**src/hdl/bam_pkg.sv**
```systemverilog
// shared types and constants for the brush alpha stamp pipeline
`timescale 1ns / 1ps

package bam_pkg;

    localparam int MAP_SIDE = 64;
    localparam int IDX_W = $clog2(MAP_SIDE);

    localparam int DIV_STEPS = 32;
    localparam int SQRT_STEPS = 16;

    localparam logic [16:0] ONE_Q16 = 17'd65536;
    localparam logic [16:0] MIN_FALLOFF = 17'd66;

    localparam int CFG_IDX_W = 3;
    localparam int CFG_DATA_W = 17;

    localparam logic [CFG_IDX_W-1:0] REG_CENTER_ROW = 3'd0;
    localparam logic [CFG_IDX_W-1:0] REG_CENTER_COL = 3'd1;
    localparam logic [CFG_IDX_W-1:0] REG_RADIUS = 3'd2;
    localparam logic [CFG_IDX_W-1:0] REG_STRENGTH = 3'd3;
    localparam logic [CFG_IDX_W-1:0] REG_FALLOFF = 3'd4;
    localparam logic [CFG_IDX_W-1:0] REG_ERASE = 3'd5;

    typedef struct packed {
        logic [7:0] alpha;
        logic       in_brush;
        logic       flag;
    } t_side;

endpackage

```
**src/hdl/bam_sqrt.sv**
```systemverilog
// pipelined integer square root, one root bit per stage
`timescale 1ns / 1ps

module bam_sqrt (
    input  logic                  i_clk,
    input  logic                  i_rst_n,
    input  logic                  i_en,
    input  logic                  i_vld,
    input  logic [31:0]           i_val,
    input  bam_pkg::t_side        i_side,
    output logic                  o_vld,
    output logic [15:0]           o_root,
    output bam_pkg::t_side        o_side
);

    localparam int N = bam_pkg::SQRT_STEPS;

    logic [N-1:0]   r_vld;
    logic [31:0]    r_val [N];
    logic [31:0]    r_root [N];
    bam_pkg::t_side r_side [N];

    logic [31:0]    n_val [N];
    logic [31:0]    n_root [N];

    always_ff @(posedge i_clk) begin
        if (!i_rst_n) begin
            r_vld <= '0;
        end else if (i_en) begin
            r_vld <= {r_vld[N-2:0], i_vld};
        end
    end

    for (genvar k = 0; k < N; k++) begin : g_stage
        localparam logic [31:0] BIT = 32'(1) << (2 * (N - 1 - k));
        logic [31:0]    p_val;
        logic [31:0]    p_root;
        bam_pkg::t_side p_side;
        logic [31:0]    trial;

        if (k == 0) begin : g_first
            assign p_val = i_val;
            assign p_root = '0;
            assign p_side = i_side;
        end else begin : g_next
            assign p_val = r_val[k-1];
            assign p_root = r_root[k-1];
            assign p_side = r_side[k-1];
        end

        always_comb begin
            trial = p_root + BIT;
            if (p_val >= trial) begin
                n_val[k] = p_val - trial;
                n_root[k] = (p_root >> 1) + BIT;
            end else begin
                n_val[k] = p_val;
                n_root[k] = p_root >> 1;
            end
        end

        always_ff @(posedge i_clk) begin
            if (i_en) begin
                r_val[k] <= n_val[k];
                r_root[k] <= n_root[k];
                r_side[k] <= p_side;
            end
        end
    end

    assign o_vld = r_vld[N-1];
    assign o_root = r_root[N-1][15:0];
    assign o_side = r_side[N-1];

endmodule

```
**config.mk**
```make
export PLATFORM = sky130hd
export DESIGN_NAME = bam_sqrt
export DESIGN_NICKNAME = d
export VERILOG_FILES = /design/src/hdl/bam_pkg.sv /design/src/hdl/bam_sqrt.sv
export SDC_FILE = /design/constraint.sdc
export NUM_CORES = 1
export LEC_CHECK = 0
export BUFFER_PORTS_ARGS = -buffer_cell sky130_fd_sc_hd__buf_2
export CORE_ASPECT_RATIO = 0.6
export CORE_UTILIZATION = 43
export DETAILED_ROUTE_END_ITERATION = 12
export PLACE_DENSITY = 0.6
export SYNTH_ARGS = -nofsm -noshare
export SYNTH_HDL_FRONTEND = slang
export SYNTH_SLANG_ARGS = --single-unit
```
**constraint.sdc**
```tcl
create_clock -name i_clk -period 6.3 [get_ports i_clk]
set_clock_uncertainty 0.2 [all_clocks]
set_input_delay 0.63 -clock i_clk [delete_from_list [all_inputs] [get_ports i_clk]]
set_output_delay 0.63 -clock i_clk [all_outputs]
set_load 0.01 [all_outputs]
```
# Word-level counts from Yosys, hierarchy flattened
# Memories as Yosys holds them, arrays and structs flattened.
# Cells that the tools add are included.
# Widths: inputs -> output; s select.
[totals]
in_bits = 46
ram_bits = 1184
mem_count = 3
output_inout_bits = 27
register_bits = 16
word_cells = 100
[classes]
muxes = 34
order_cmp = 16
addsub = 46
[mem_list]
columns = ["memory", "words", "word_bits", "rd", "rd_clocked_by_memory_dff", "wr", "line", "source"]
rows = [
  ["r_root", 16, 32, 16, 0, 16, "bam_sqrt.sv:20", "logic [31:0] r_root [N];"],
  ["r_val", 16, 32, 15, 0, 16, "bam_sqrt.sv:19", "logic [31:0] r_val [N];"],
  ["r_side", 16, 10, 16, 0, 16, "bam_sqrt.sv:21", "bam_pkg::t_side r_side [N];"],
]
[ops]
columns = ["op", "n"]
rows = [
  ["$mux 32", 31],
  ["$ge 32x32->1", 15],
  ["$sub 32x32->32", 15],
  ["$add 31x1->32 const B", 1],
  ["$add 31x11->32 const B", 1],
  ["$add 31x13->32 const B", 1],
  ["$add 31x15->32 const B", 1],
  ["$add 31x17->32 const B", 1],
  ["$add 31x19->32 const B", 1],
  ["$add 31x21->32 const B", 1],
  ["$add 31x23->32 const B", 1],
  ["$add 31x25->32 const B", 1],
  ["$add 31x27->32 const B", 1],
  ["$add 31x29->32 const B", 1],
  ["$add 31x3->32 const B", 1],
  ["$add 31x5->32 const B", 1],
  ["$add 31x7->32 const B", 1],
  ["$add 31x9->32 const B", 1],
  ["$add 32x1->32 const B", 1],
  ["$add 32x11->32 const B", 1],
  ["$add 32x13->32 const B", 1],
  ["$add 32x15->32 const B", 1],
  ["$add 32x17->32 const B", 1],
  ["$add 32x19->32 const B", 1],
  ["other kinds (13)", 14],
]

# Longest topological paths before layout
# An unclocked memory read counts as a cell.
[depth]
ltp_word = 4
mapped_depth = 13

# Worst setup path before layout
# OpenSTA, ideal clock, no wires.
[synth_path]
path_type = "flip-flop to flip-flop"
start = "memory r_val[11][13] (netlist: r_val[1][109])"
end = "memory r_val[12][30] (netlist: r_val[1][158]), data pin"
setup_time_ns = 0.258
stages_incl_launch_ff = 9
slack_ns = 3.411
t_arrival_ns = 2.432
cell_sequence = "edfxtp_1 > ha_1 > clkbuf_1 > a211o_1 > o31ai_1 > o311ai_1 > nor3_1 > or3b_1 > xnor2_1"
[synth_rtl]
columns = ["item", "line"]
rows = [
  ["start, declared", "bam_sqrt.sv:19"],
]

==> flow_summary_export.csv <==
group,metric,value,unit
run_status,outcome,"completed",
routing,antenna_left,0,
clock_network,path_clk_slew,0.06,ns
clock_network,cts_root_buf,"clkbuf_16",
sta,clock.fmax,0.238,GHz
synth,yosys.cell_types.count,81,
setup_path,crit_required,6.49,ns
cells_and_area,ff_latch_area,23600,µm²
synth,synthFlopType,"edfxtp_1",
clock_network,clk_latency,0.66,ns
cells_and_area,multi_input_area,10000,µm²
routing,drt_drc_violations_left,0,
routing,drt-initial-drc-count,2162,
floorplanning,core,79500,µm²
setup_path,critPathLaunchType,"register",
synth,synth_area,34500,µm²
floorplanning,die_area,81500,µm²
sta,slew_violations,0,
cells_and_area,stdcell_count,3755,
clock_network,clk_path_buf_depth,3,
setup_path,crit_path_frequent_cell,"a2111oi_0",
cells_and_area,fin_nets,2824,
hold_path,min_from,"i_vld",
sta,fin_crit,4.20,ns
synth,synthTopCellsByArea,"edfxtp_1 67%, ha_1 5.4%, xnor2_1 2.6%, xor2_1 2.5%, inv_1 2.0%",
synth,synth_warnings,0,
setup_path,regToRegStartpoint,"r_val[1][141]",
placement,hpwl,51500,µm
clock_network,cts.sink_count,792,
synth,yosysMostFrequentCell,"edfxtp_1",
sta,fin_setup_tns,0,ns
synth,ys_ff_latch,792,
setup_path,crit_chain,"ha_1 > nand4_1 > a2111oi_0 > a2111oi_0 > o21ai_2 > buf_4 > o21ai_0 > nor3_1 > xor2_1",
synth,syn_area_per_cell,14.0,µm²
floorplanning,die_h,222,µm
synth,yosys-top-cells-count,"776 x edfxtp_1, 181 x inv_1, 150 x ha_1",
clock_network,cts_tree,"built",
placement,place_inst,3575,
cells_and_area,fillers,6815,
routing,routedWlPerCell,19.6,µm
synth,synth_edf_count,776,
floorplanning,initial_utilization,43.4,%
synth,synthArstFlopShare,0,%
routing,num_vias,20328,
cells_and_area,fin_util,49.3,%
job,drv_cap,0,
routing,viasPerCell,5.41,
setup_path,critPathMaxStageDelay,1.04,ns
sta,slew_headroom,12.6,%
routing,dr.pass1.iters,6,
floorplanning,row_count,80,
sta,rsz0062_at_grt,"false",
placement,io_buffers,72,
clock_network,cts_made_buffers,77,
synth,yosysSeqAreaShare,68.4,%
setup_path,slowest_stage,"a2111oi_0",
setup_path,r2r_setup_slack,2.10,ns
synth,synth_top_cell_by_area,"edfxtp_1",
sta,finalCritPeriodShare,66.7,%
grt,gr-total-overflow,0,
setup_path,endpoint_kind,"register",
clock_network,cts_htree_levels,3,
grt,antenna_found_initial,0,
sta,whs,0.0691,ns
setup_path,crit_type,"reg -> reg",
power_and_ir_drop,p_per_area,345,nW/µm²
sta,hold_viol_final,0,
synth,postSynthCellCount,2458,
floorplanning,die_w,368,µm
synth,syn_nets,2654,
setup_path,worstSetupStartpoint,"r_val[1][141]",
grt,grt_first_pass_wirelength,113000,µm
setup_path,crit_fanout,35,
power_and_ir_drop,leakage,14.4,nW
grt,grt_pass1_vias,18982,
synth,synth_top_area_share,67.5,%
sta,tightest_slew,1.29,ns
cells_and_area,syn2layout_area_growth,13.5,%
hold_path,hp-class,"in -> reg",
setup_path,cp.arrival,4.39,ns
floorplanning,io_pins,73,
sta,setup_viol,0,
clock_network,cts_resized,0,
power_and_ir_drop,irDropWorstVdd,0.000183,V
grt,grt_max_degree,153,
placement,routabilityCongestion,0.905,
routing,wl,73600,µm
cells_and_area,antennaDiodeCount,0,
cells_and_area,final_layout_size_suffix_gt1_share,9.22,%
grt,track_usage,18.1,%
==> logic make-up (layout without fill, tap and decap cells) <==
group,count (synthesis),count (layout),synth area share [%]
multiplexers,35,35,1.06
XOR/XNOR,200,200,5.07
adder cells (fa/ha/maj),150,150,5.44
AO/OA/AOI/OAI,403,403,7.26
AND/OR/NAND/NOR,656,656,10.2
buffers and inverters,222,453,2.57
flip-flops,792,792,68.4
==> layer usage <==
layer | GRT usage [%] | vias up | share of wire [%]
met5 | 0 | - | 0
met4 | 4.87 | 0 | 1.9
met3 | 7.30 | 95 | 11
met2 | 20.5 | 705 | 34
met1 | 30.1 | 9927 | 52
li1 | - | 9601 | -
==> worst max-delay path, delay by kind of cell (launching register included) <==
family	cells	cell delay [ns]
compound gates	4	1.90
xor+xnor	1	0.09
fa+ha+maj	1	0.44
buf+inv	1	0.37
flops	1	0.40
simple gates	2	0.53
==> flip-flops by register name (all words and copies together) (netlist names) <==
register and flops:
r_val 480, r_side 160, r_root 136, r_vld 16
==> cells in the final DEF (no fill, tap or decap), types with 13 or more instances in the layout <==
cell type	n
a21o_1	40
a21oi_1	121
a31oi_1	14
buf_2	71
buf_4	16
clkbuf_16	78
clkinv_1	13
clkinv_2	13
dfxtp_1	16
dlygate4sd3_1	40
edfxtp_1	776
ha_1	150
inv_1	181
mux2i_1	23
nand2_1	144
nand2b_1	28
nand3_1	37
nand4_1	31
nor2_1	128
nor2b_1	38
nor3_1	47
nor4_1	78
nor4b_1	18
o21a_1	26
o21ai_0	112
o31ai_1	14
or3_1	14
or4_1	16
xnor2_1	103
xor2_1	97
==> report_power, final <==
group	internal (mW)	switching [mW]
clock network	2.63	2.03
logic	0.808	1.16
registers	6.52	0.395
total	9.95	3.58
==> per-stage QoR <==
step / power, mW / cell area (µm²) / worst slack [ns]
after CTS: 13.6 / 39200 / 2.40
after detailed placement: 8.91 / 36200 / 2.41
final: 13.5 / 39200 / 2.10
after floorplan: 8.20 / 34500 / 3.41
after global routing: 14.1 / 39200 / 1.97
after global placement: 8.85 / 36200 / 2.52
==> layout make-up <==
type                    count  share of cell area, %
clock buffers              90                   5.10
clock inverters            50                   1.37
inverters                 181                   1.73
multi-input cells        1444                   25.6
flip-flops and latches    792                   60.3
well taps                1066                   3.40
repair buffers            132                   2.48
==> repair_timing <==
action	4_1_cts	5_1_grt
hold buffers	40	0
endpoints found under the hold margin	40	0
buffers inserted	0	0
endpoints found under the setup margin	0	0
==> final timing paths <==
| kind | to | cells after the start |
|---|---|---|
| setup / recovery | r_val[1][188] | 9 |
| hold / removal | r_vld[0] | 3 |
| setup reg to reg | r_val[1][188] | 9 |
| hold reg to reg | r_side[0][48] | 0 |
No activity file was read; power rests on OpenSTA's default activity.
